==> config.mk <==
export PLATFORM = sky130hd
export DESIGN_NAME = rudu_cell
export DESIGN_NICKNAME = d
export VERILOG_FILES = /design/src/hdl/rudu_pkg.sv /design/src/hdl/rudu_cell.sv
export VERILOG_INCLUDE_DIRS = /design/src /design/src/hdl
export SDC_FILE = /design/constraint.sdc
export NUM_CORES = 1
export LEC_CHECK = 0
export ABC_AREA = 1
export BUFFER_PORTS_ARGS = -buffer_cell sky130_fd_sc_hd__buf_4
export CORE_ASPECT_RATIO = 2
export CORE_MARGIN = 3
export CORE_UTILIZATION = 55
export DETAILED_ROUTE_END_ITERATION = 8
export PLACE_DENSITY = 0.86
export SLEW_MARGIN = 0
export SYNTH_ARGS = -nofsm -noshare
export SYNTH_HDL_FRONTEND = slang
export SYNTH_SLANG_ARGS = --single-unit
==> constraint.sdc <==
create_clock -name i_clk -period 9.8 [get_ports i_clk]
set_clock_uncertainty 0.1 [all_clocks]
set_input_delay 0.49 -clock i_clk [delete_from_list [all_inputs] [get_ports i_clk]]
set_output_delay 0.49 -clock i_clk [all_outputs]
set_load 0.03 [all_outputs]
==> src/hdl/restoring_unsigned_divider_unit_defines.svh <==
// assertion macros for the restoring unsigned divider
// no dependencies; taken in by the files that assert
`ifndef RESTORING_UNSIGNED_DIVIDER_UNIT_DEFINES_SVH
`define RESTORING_UNSIGNED_DIVIDER_UNIT_DEFINES_SVH

`ifndef SYNTHESIS

// checked only while out of reset
`define RUDU_ASSERT_RST(label, clk, rst_n, prop) \
    label: assert property (@(posedge clk) disable iff (!rst_n) prop) \
        else $error("rudu assertion failed");

// checked at every edge, reset included
`define RUDU_ASSERT_ALL(label, clk, prop) \
    label: assert property (@(posedge clk) prop) \
        else $error("rudu assertion failed");

`else

`define RUDU_ASSERT_RST(label, clk, rst_n, prop)
`define RUDU_ASSERT_ALL(label, clk, prop)

`endif

`endif

==> src/hdl/rudu_pkg.sv <==
// types and constants of the restoring unsigned divider
// no dependencies
`default_nettype none

package rudu_pkg;

    localparam int DIV_W   = 32;
    localparam int FIELD_W = 32;

    typedef logic [DIV_W-1:0]   t_word;
    typedef logic [FIELD_W-1:0] t_field;

    typedef struct packed {
        t_field dividend;
        t_field divisor;
    } t_div_in;

    typedef struct packed {
        t_field quotient;
        t_field remainder;
    } t_div_out;

    // partial remainder, shifting dividend/quotient word, divisor
    typedef struct packed {
        t_word rem;
        t_word quo;
        t_word dsr;
    } t_stage;

endpackage

`default_nettype wire

==> src/hdl/rudu_cell.sv <==
// one subtract-restore round of the divider chain with its stage register
// depends on rudu_pkg and restoring_unsigned_divider_unit_defines.svh
`default_nettype none
`include "restoring_unsigned_divider_unit_defines.svh"

module rudu_cell (
    input  wire logic            i_clk,
    input  wire logic            i_rst_n,
    input  wire logic            i_up_valid,
    output logic                 o_up_ready,
    input  wire rudu_pkg::t_stage i_up_stage,
    output logic                 o_dn_valid,
    input  wire logic            i_dn_ready,
    output rudu_pkg::t_stage     o_dn_stage
);

    logic                      r_valid;
    logic                      n_valid;
    rudu_pkg::t_stage          r_stage;
    rudu_pkg::t_stage          n_stage;
    logic [rudu_pkg::DIV_W:0]   shifted;
    logic [rudu_pkg::DIV_W+1:0] diff;
    logic                      take;

    assign o_up_ready = !r_valid || i_dn_ready;
    assign o_dn_valid = r_valid;
    assign o_dn_stage = r_stage;

    always_comb begin
        shifted = {i_up_stage.rem, i_up_stage.quo[rudu_pkg::DIV_W-1]};
        diff    = {1'b0, shifted} - {2'b00, i_up_stage.dsr};
        take    = !diff[rudu_pkg::DIV_W+1];
        n_stage.rem = take ? diff[rudu_pkg::DIV_W-1:0] : shifted[rudu_pkg::DIV_W-1:0];
        n_stage.quo = {i_up_stage.quo[rudu_pkg::DIV_W-2:0], take};
        n_stage.dsr = i_up_stage.dsr;
        n_valid     = o_up_ready ? i_up_valid : r_valid;
    end

    always_ff @(posedge i_clk) begin
        if (!i_rst_n) begin
            r_valid <= 1'b0;
        end else begin
            r_valid <= n_valid;
        end
    end

    always_ff @(posedge i_clk) begin
        if (o_up_ready && i_up_valid) begin
            r_stage <= n_stage;
        end
    end

    // a held transaction keeps its contents
    `RUDU_ASSERT_RST(a_stall_hold, i_clk, i_rst_n,
        r_valid && !i_dn_ready |=> r_valid && $stable(r_stage))
    // partial remainder stays below a nonzero divisor
    `RUDU_ASSERT_RST(a_rem_bound, i_clk, i_rst_n,
        r_valid && r_stage.dsr != '0 |-> r_stage.rem < r_stage.dsr)
    // backpressure only with a full stage
    `RUDU_ASSERT_ALL(a_ready_full, i_clk,
        !o_up_ready |-> r_valid)

endmodule

`default_nettype wire

; ---- After elaboration in Yosys (flattened, before gate mapping)
; Cells that the tools add are included.
[totals]
register_bits = 97
input_bits = 100
out_inout_bits = 98
word_cells = 10
[classes]
n_addsub = 1
n_mux = 1
n_reduce_logical = 4
[op_table]
columns = op, n
row1 = subtractor 33 x 32 -> 34 bit, 1
row2 = two-way mux 32 bit, 1
row3 = zero test 1 bit, 2
row4 = logical AND 1 bit, 1
row5 = logical OR 1 bit, 1

; ---- Longest topological paths before layout
; Gate-level depths: netlist (run 1).
[depth]
depth_word = 3
mapped_depth = 15
depth_no_buf = 15

; ---- Worst setup path after synthesis (run 1)
; Ideal clock, no wire load.
[synth_timing]
kind = input to register
start = input port i_up_valid
end = register r_stage, in the netlist o_dn_stage[0], enable pin
setup_time_ns = 0.582
arrival_ns = 5.163
required_time_ns = 9.118
setup_slack_ns = 3.955
cell_stages = 2
n_path_buf = 0
path_cell_list = inv_1 a21oi_1
[synth_via]
elab_chain_len = 1
[synth_lines]
columns = element, line
row1 = from (decl), rudu_cell.sv:9  ; input wire logic i_up_valid,
row2 = logical AND 1 bit, rudu_cell.sv:48  ; if (o_up_ready && i_up_valid) begin
row3 = to (signal assigned), rudu_cell.sv:49  ; r_stage <= n_stage;
row4 = to (decl), rudu_cell.sv:19  ; rudu_pkg::t_stage r_stage;
; No other way between the ends.
; A chain may end at the register's enable or synchronous reset.

==> impl_metrics.py, run 1 <==
metrics = {
    "timing": {
        "period_share": 0.3134,
        "tightest_slew_ns": 1.189,
        "grt_setup_unrepaired": "false",
        "tns_ns": 0,
        "setup_violations": 0,
        "fin_crit_ns": 3.072,
        "max_freq_mhz": 325.6,
        "maxSlewHeadroom": 0.2058,
        "hold_violations": 0,
        "drv_slew": 0,
    },
    "finish": {
        "final_cell_mix": "nand2_1 (265), buf_4 (198), inv_1 (144), edfxtp_1 (96), nand3_1 (58)",
        "regArea_sq_um": 2903,
        "finalNetCount": 1074,
        "synthToLayoutAreaGrowth_pct": 30.99,
        "multiInputGateArea_sq_um": 2545,
        "stdcell_area_sq_um": 7943,
        "fillerInstances": 840,
        "final_common_cell": "nand2_1",
        "drive_above_1_share": 0.2579,
        "diodes": 0,
    },
    "synthesis": {
        "synthesis.nets": 874,
        "synth-seq-cells": 97,
        "synthArstFlopShare": 0,
        "synth-edff-count": 96,
        "ys_seq_area_frac": 0.4787,
        "synth_cells": 741,
        "synth_area_per_cell_sq_um": 8.183,
        "ys_warn_count": 0,
        "synth_cell_types": 32,
        "syn_area_sq_um": 6063,
        "synth_top_area_frac": 0.4754,
        "ys_top_cells_by_area": "edfxtp_1 (48%), nand2_1 (16%), inv_1 (8.9%)",
        "synth-main-ff-cell": "edfxtp_1",
        "yosys.area.top_type": "edfxtp_1",
    },
    "die": {
        "coreArea_sq_um": 10610,
        "die-width_um": 80.25,
        "pin_count": 198,
        "num_rows": 53,
        "die-area_sq_um": 12400,
        "start_util": 0.5715,
        "die_h_um": 154.5,
    },
    "worst_setup_path": {
        "cp_cell_sequence": "buf_4 -> inv_1 -> ha_1 -> nand2_1 -> nand2_1 -> nand2_1 -> nand3_1 -> a21oi_2 -> nor2_1 -> nor2_4 -> nand2_8 -> nand2_1 -> o21ai_0",
        "crit_path_end_kind": "flip-flop",
        "cp-start-kind": "primary input",
        "critPathMaxStageDelay_ns": 0.75,
        "critical_path.most_common_cell": "nand2_1",
        "crit_arrival_ns": 3.05,
        "worstPathMaxFanout": 34,
        "crit_type": "primary input to flip-flop",
        "cp_data_required_time_ns": 9.78,
        "crit_path_top_delay_cell": "nor2_4",
    },
    "clock_network": {
        "clock_sinks": 97,
        "cts_buffers": 9,
        "cts.clk_slew.worst_paths_ns": 0.08,
        "cts_tree": "done",
        "clockBufferDepth": 2,
        "ctsHoldBuffers": 0,
        "clkLatencyLatePin_ns": 0.34,
        "postCtsSetupRepairBufs": 0,
        "htreeDepth": 3,
        "cts_resized": 0,
        "root_buffer": "clkbuf_16",
    },
    "routing": {
        "wl_met1_um": 5659,
        "drc": 0,
        "drt.antenna.violating_nets": 0,
        "dr_total_vias": 5578,
        "routed_wl_um": 18450,
        "wire_per_inst_um": 17.03,
        "dr.max_layer_used": "met4",
        "drt_iter0_drc": 354,
        "wl_met3_um": 852,
        "met2_length_um": 10930,
        "via_per_inst": 5.151,
        "dr.pass1.iters": 5,
    },
    "power": {
        "peakVddDrop_v": 0.00009266,
        "p_leak_nw": 4.161,
        "powerDensity_nw_per_um2": 152.4,
    },
    "grt": {
        "overflow": 0,
        "grt_max_degree": 65,
        "track_usage": 0.2955,
        "grt_pass1_vias": 5535,
        "grt_pass1_wl_um": 27150,
        "antenna_found_initial": 0,
    },
    "place": {
        "placed_area_sq_um": 7657,
        "hpwlAfterDp_um": 14620,
        "gp_congestion": 1.049,
        "io_buffers": 197,
    },
    "worst_hold_path": {
        "worstHoldPathType": "primary input to flip-flop",
    },
    "run": {
        "drv_cap": 0,
    },
    "outcome": {
        "status": "completed",
    },
}
-- sequential cells by signal (all words and copies together), names as in the netlist --
register	count
o_dn_valid	1
o_dn_stage	96
-- kinds of logic (layout without fill, tap and decap cells) --
kind of cell / count (synthesis) / count (layout) / synth area share
xor+xnor: 15 / 15 / 0.02167
buf+inv: 156 / 361 / 0.1034
flops: 97 / 97 / 0.4787
fa+ha+maj: 33 / 33 / 0.06934
compound gates: 25 / 25 / 0.02290
simple gates: 415 / 415 / 0.3040
-- area by class of cell --
| type | instances | area share |
|---|---|---|
| Clock buffer | 10 | 0.02883 |
| Tap cell | 137 | 0.02158 |
| Sequential cell | 97 | 0.3655 |
| Clock inverter | 6 | 0.007089 |
| Multi-Input combinational cell | 488 | 0.3204 |
| Inverter | 147 | 0.06947 |
| Timing Repair Buffer | 198 | 0.1871 |
-- power breakdown --
part | switching [mW] | total (mW) | internal [mW]
sequential | 0.00914 | 0.509 | 0.500
combinational | 0.230 | 0.358 | 0.128
clock | 0.165 | 0.344 | 0.178
total | 0.405 | 1.21 | 0.806
-- final timing paths --
path | startpoint | endpoint | slack, ns | cells after the start
worst min register to register | o_dn_valid | o_dn_valid | 0.48 | 2
worst max register to register | o_dn_valid | o_dn_stage[6] | 7.24 | 2
worst max-delay path | i_up_stage[18] | o_dn_stage[64] | 6.73 | 13
worst min-delay path | i_up_stage[58] | o_dn_stage[59] | 0.22 | 1
-- critical path, delay by kind of cell --
kind            cells  cell delay (ns)
fa+ha+maj           1             0.35
buf+inv             2             0.13
simple gates        8             1.71
compound gates      2             0.32
-- Yosys cell counts, types with 4 or more instances --
master    instances
a21oi_1          19
and2_1           10
buf_2             5
edfxtp_1         96
ha_1             32
inv_1           144
nand2_1         265
nand2_2           4
nand3_1          58
nand3_2          14
nand3b_1          5
nand4_1           7
nor2_1           40
xor2_1           15
-- through the flow --
step                        util  instances  setup slack (ns)  hold slack (ns)  power (mW)
final                     0.7486       1083             6.728           0.2186       1.211
after global routing      0.7486       1083             6.579           0.2024       1.262
after CTS                 0.7486       1083             6.763           0.2122       1.216
after detailed placement  0.7217       1067             6.407           0.4692      0.8731
after global placement    0.7217       1067             6.541           0.4477      0.8642
after floorplan                -        741             3.955           0.4889      0.7462
-- routing by layer --
layer,up-vias,track usage
met5,-,0
met4,0,0.1676
met3,55,0.04604
met2,216,0.5898
met1,2561,0.2608
li1,2746,-
Note: power is estimated with default switching activity, not from simulation.
==> inputs of run 2 (changes only) <==
Settings changed: CORE_UTILIZATION 55 to 52, PLACE_DENSITY 0.86 to 0.82.
Clock period 9.8 ns to 3.1 ns, I/O delays scaled along.
==> impl_metrics.py, run 2 (same netlist as run 1, synthesis figures left out) <==
metrics = {
    "finish": {
        "largest_register_ff_count": 96,
        "final_common_cell": "nand2_1",
        "synthToLayoutAreaGrowth_pct": 42.30,
        "diodes": 0,
        "fin_cells": 1155,
        "finalNetCount": 1141,
        "drive_above_1_share": 0.2438,
        "final_cell_mix": "nand2_1 (265), buf_4 (200), inv_1 (144), edfxtp_1 (96), dlygate4sd3_1 (64)",
    },
    "timing": {
        "maxSlewHeadroom": 0.6879,
        "tightest_slew_ns": 0.4677,
        "tns_ns": 0,
        "grt_setup_unrepaired": "false",
        "max_freq_mhz": 355.3,
        "fin_crit_ns": 2.814,
        "final.setup.worst_slack_ns": 0.2856,
        "drv_slew": 0,
        "hold_violations": 0,
        "setup_violations": 0,
        "holdWs_ns": 0.02082,
        "period_share": 0.9079,
    },
    "power": {
        "totalPowerFinal_mw": 3.911,
        "powerDensity_nw_per_um2": 453.2,
        "p_leak_nw": 4.452,
        "peakVddDrop_v": 0.0002948,
    },
    "routing": {
        "drt_iter0_drc": 365,
        "drc": 0,
        "wire_per_inst_um": 16.50,
        "routed_wl_um": 19060,
        "via_per_inst": 5.042,
        "dr_total_vias": 5823,
        "dr.pass1.iters": 5,
        "drt.antenna.violating_nets": 0,
    },
    "run": {
        "drv_cap": 0,
    },
    "clock_network": {
        "postCtsSetupRepairBufs": 0,
        "clockBufferDepth": 2,
        "clkLatencyLatePin_ns": 0.35,
        "clock_sinks": 97,
        "cts.clk_slew.worst_paths_ns": 0.08,
        "cts_buffers": 9,
        "cts_tree": "done",
        "ctsHoldBuffers": 64,
        "htreeDepth": 3,
        "cts_resized": 0,
        "root_buffer": "clkbuf_16",
    },
    "grt": {
        "grt.met2_usage": 0.5811,
        "met3_usage": 0.03008,
        "grt_pass1_vias": 6073,
        "grt_max_degree": 72,
        "track_usage": 0.2957,
        "overflow": 0,
        "grt_pass1_wl_um": 29150,
        "gr-usage-met1": 0.2815,
        "gr-max-usage-layer": "met2",
        "antenna_found_initial": 0,
    },
    "die": {
        "die_h_um": 158.7,
        "num_rows": 55,
        "die-area_sq_um": 13070,
        "die-width_um": 82.36,
        "pin_count": 198,
        "start_util": 0.5340,
        "coreArea_sq_um": 11350,
    },
    "worst_setup_path": {
        "crit_path_end_kind": "flip-flop",
        "cp-start-kind": "primary input",
        "cp_data_required_time_ns": 3.09,
        "crit_path_top_delay_cell": "dlygate4sd3_1",
        "critPathMaxStageDelay_ns": 0.54,
        "critical_path.most_common_cell": "nand2_1",
        "cpLargestDelayFamily": "simple AND/OR/NAND/NOR gates",
        "cp_cell_sequence": "dlygate4sd3_1 -> buf_4 -> inv_1 -> ha_1 -> nand2_1 -> inv_2 -> nand2_1 -> nand2_1 -> inv_2 -> nand3_2 -> nand2_2 -> nand2_2 -> nand2_4 -> nand2_8 -> nand3_1 -> nand2_1",
        "reg2regPathDepth": 2,
        "crit_arrival_ns": 2.81,
        "crit_buf_inv": 5,
        "worstPathMaxFanout": 34,
        "cp.depth": 16,
        "crit_type": "primary input to flip-flop",
    },
    "place": {
        "place_inst": 1075,
        "hpwlAfterDp_um": 13810,
        "io_buffers": 197,
        "dp_slack_ns": 0.5515,
        "gp_congestion": 1.023,
    },
    "outcome": {
        "status": "completed",
    },
    "worst_hold_path": {
        "worstHoldPathType": "primary input to flip-flop",
        "hold_depth": 3,
    },
}
run 2: report_power, final:
group          switching (mW)  internal [mW]  total, mW
logic                   0.735          0.463       1.20
clock network           0.538          0.561       1.10
registers              0.0344           1.58       1.61
total                    1.31           2.60       3.91
run 2: final cells by class:
| class | instances | area [sq um] |
|---|---|---|
| flip-flops and latches | 97 | 2903 |
| fillers | 835 | 2726 |
| multi-input cells | 488 | 2545 |
| repair buffers | 265 | 2162 |
| inverters | 147 | 551.8 |
| clock buffers | 9 | 225.2 |
| well taps | 142 | 177.7 |
| clock inverters | 7 | 63.81 |
run 2: per-stage QoR:
step / instance area (sq um) / utilization
2_1_floorplan: 6075 / -
3_3_place_gp: 7699 / 0.6780
3_5_place_dp: 7699 / 0.6780
4_1_cts: 8628 / 0.7599
5_1_grt: 8628 / 0.7599
6_report: 8628 / 0.7599
run 2: final timing paths:
check | slack (ns) | endpoint | start
max | 0.29 | o_dn_stage[81] | i_up_stage[8]
min | 0.02 | o_dn_stage[90] | i_up_stage[89]
max reg2reg | 1.70 | o_dn_stage[79] | o_dn_valid
min reg2reg | 0.49 | o_dn_valid | o_dn_valid
run 2: tightest hold or removal path: stages:
cell,delay (ns)
buf_4,0.09
nand3_1,0.07
nand2_1,0.06
run 2: metal layers:
| layer | vias to the layer above | wire length [um] |
|---|---|---|
| met3 | 48 | 1017 |
| met2 | 217 | 11240 |
| met1 | 2685 | 6014 |
| li1 | 2873 | - |
| met5 | - | 0 |
| met4 | 0 | 778 |
==> inputs of run 3 (changes only) <==
Settings changed: ABC_AREA 1 to 0, CORE_UTILIZATION 52 to 50, PLACE_DENSITY 0.82 to 0.81.
==> impl_metrics.py, run 3 <==
metrics = {
    "clock_network": {
        "clock_sinks": 97,
        "cts_buffers": 9,
        "clkLatencyLatePin_ns": 0.34,
        "clockBufferDepth": 2,
        "htreeDepth": 3,
        "root_buffer": "clkbuf_16",
        "cts_tree": "done",
        "cts.clk_slew.worst_paths_ns": 0.07,
    },
    "worst_setup_path": {
        "critical_path.most_common_cell": "buf_12",
        "worstPathMaxFanout": 9,
        "crit_buf_inv": 5,
        "cp-start-kind": "primary input",
        "crit_arrival_ns": 3.05,
        "cpLargestDelayFamily": "buffers and inverters",
        "critPathMaxStageDelay_ns": 0.53,
        "crit_type": "primary input to flip-flop",
        "cp_cell_sequence": "dlygate4sd3_1 -> buf_4 -> inv_1 -> ha_1 -> and3_4 -> nand2_1 -> or4_4 -> o21bai_4 -> a21oi_2 -> a31oi_4 -> buf_12 -> buf_12 -> mux2_2",
        "crit_path_end_kind": "flip-flop",
        "cp_data_required_time_ns": 3.10,
        "crit_path_top_delay_cell": "dlygate4sd3_1",
    },
    "timing": {
        "max_freq_mhz": 328.1,
        "tightest_slew_ns": 0.5940,
        "drv_slew": 0,
        "maxSlewHeadroom": 0.6005,
        "hold_violations": 0,
        "period_share": 0.9831,
        "setup_violations": 0,
        "fin_crit_ns": 3.048,
    },
    "synthesis": {
        "synth-main-ff-cell": "edfxtp_1",
        "ys_top_cells_by_area": "edfxtp_1 (54%), ha_1 (7.5%), mux2_4 (7.0%)",
        "ys_warn_count": 0,
        "synth_top_area_frac": 0.5405,
        "synth_area_per_cell_sq_um": 12.61,
        "synthesis.nets": 556,
        "ys_top_cells_by_count": "edfxtp_1 (96), inv_1 (41), ha_1 (32)",
        "syn_area_sq_um": 5334,
        "synthArstFlopShare": 0,
        "yosysMostFrequentCell": "edfxtp_1",
        "synth_cells": 423,
        "synth-seq-cells": 97,
        "yosys.area.top_type": "edfxtp_1",
        "synth_cell_types": 55,
        "synth-edff-count": 96,
        "ys_seq_area_frac": 0.5442,
    },
    "routing": {
        "drc": 0,
        "dr_total_vias": 4789,
        "dr.pass1.iters": 6,
        "drt_iter0_drc": 412,
        "via_per_inst": 5.608,
        "wire_per_inst_um": 21.27,
        "routed_wl_um": 18160,
        "drt.antenna.violating_nets": 0,
    },
    "finish": {
        "fillerInstances": 619,
        "synthToLayoutAreaGrowth_pct": 53.15,
        "final_common_cell": "buf_4",
        "final_cell_mix": "buf_4 (218), edfxtp_1 (96), dlygate4sd3_1 (64), inv_1 (41), ha_1 (32)",
        "drive_above_1_share": 0.3908,
        "diodes": 0,
        "multiInputGateArea_sq_um": 2231,
        "largest_register_ff_count": 96,
        "regArea_sq_um": 2903,
        "fin_util": 0.7947,
        "finalNetCount": 847,
    },
    "power": {
        "peakVddDrop_v": 0.0003193,
        "powerDensity_nw_per_um2": 502.3,
        "totalPowerFinal_mw": 4.104,
        "p_leak_nw": 3.661,
    },
    "place": {
        "io_buffers": 197,
        "gp_congestion": 0.8818,
        "hpwlAfterDp_um": 11690,
    },
    "grt": {
        "overflow": 0,
        "grt_pass1_vias": 5139,
        "antenna_found_initial": 0,
        "grt_max_degree": 44,
        "grt_pass1_wl_um": 26790,
        "track_usage": 0.2952,
    },
    "die": {
        "die-area_sq_um": 12020,
        "die-width_um": 79.04,
        "start_util": 0.5189,
        "coreArea_sq_um": 10280,
        "die_h_um": 152.1,
        "pin_count": 198,
        "num_rows": 52,
    },
    "worst_hold_path": {
        "worstHoldPathType": "primary input to flip-flop",
    },
    "run": {
        "drv_cap": 0,
    },
    "outcome": {
        "status": "completed",
    },
}
[run 3: changes by cell type after synthesis, sizes merged, moves of 16 or more]
| cell | change |
|---|---|
| nand2 | -246 |
| mux2 | +27 |
| nand3 | -66 |
| xnor2 | +17 |
| inv | -106 |
| nor2 | -26 |
| o21ai | +16 |
[run 3: logic make-up (layout without fill, tap and decap cells)]
kind of cell | Yosys count | in the layout | synth area share
flops | 97 | 97 | 0.5442
mux | 33 | 33 | 0.08586
simple gates | 86 | 86 | 0.08046
buf+inv | 49 | 345 | 0.04433
compound gates | 101 | 101 | 0.1269
xor+xnor | 24 | 24 | 0.03941
fa+ha+maj | 33 | 33 | 0.07882
[run 3: final timing paths]
path,startpoint,end,slack (ns),cells past startpoint
setup / recovery,i_up_stage[14],o_dn_stage[65],0.05,13
hold / removal,i_up_valid,o_dn_valid,0.02,3
setup reg to reg,o_dn_valid,o_dn_stage[82],1.32,3
hold reg to reg,o_dn_valid,o_dn_valid,0.54,2
[run 3: cell type report]
| class | instances | share of cell area |
|---|---|---|
| flip-flops and latches | 97 | 0.3553 |
| clock inverters | 6 | 0.009343 |
| multi-input cells | 277 | 0.2731 |
| repair buffers | 288 | 0.2947 |
| well taps | 135 | 0.02068 |
| inverters | 41 | 0.01884 |
| clock buffers | 10 | 0.02803 |
[run 3: layer usage]
layer  global-route usage  vias to the layer above  wire length [um]
met5                    0                        -                 0
met4               0.1451                        0               866
met3              0.04621                       61              1012
met2               0.5845                      264             10500
met1               0.2762                     2290              5786
li1                     -                     2174                 -
[run 3: tightest hold or removal path, stage by stage]
cell,delay [ns]
buf_4,0.12
inv_1,0.05
a21boi_0,0.09
[run 3: timing repair]
item / 4_1_cts / 5_1_grt
setup buffers: 0 / 2
hold buffers: 64 / 0
endpoints found under the hold margin: 64 / 0
endpoints found under the setup margin: 0 / 28
resized for setup: 0 / 7
[run 3: per-stage QoR]
stage	std cells	hold slack, ns	setup WS (ns)	TNS [ns]	cell area, sq um
detailed placement	770	0.2343	-0.1689	-0.2765	7112
floorplan	423	0.1539	0.1913	0	5335
CTS	850	0.006593	0.01303	0	8058
finish	854	0.01571	0.05231	0	8169
global route	854	0.01462	-0.01284	-0.01284	8169
global placement	770	0.2334	-0.09360	-0.1127	7112
[run 3: power by group]
part / switching, mW / internal, mW
clock network: 0.531 / 0.640
registers: 0.0373 / 1.59
logic: 0.695 / 0.614
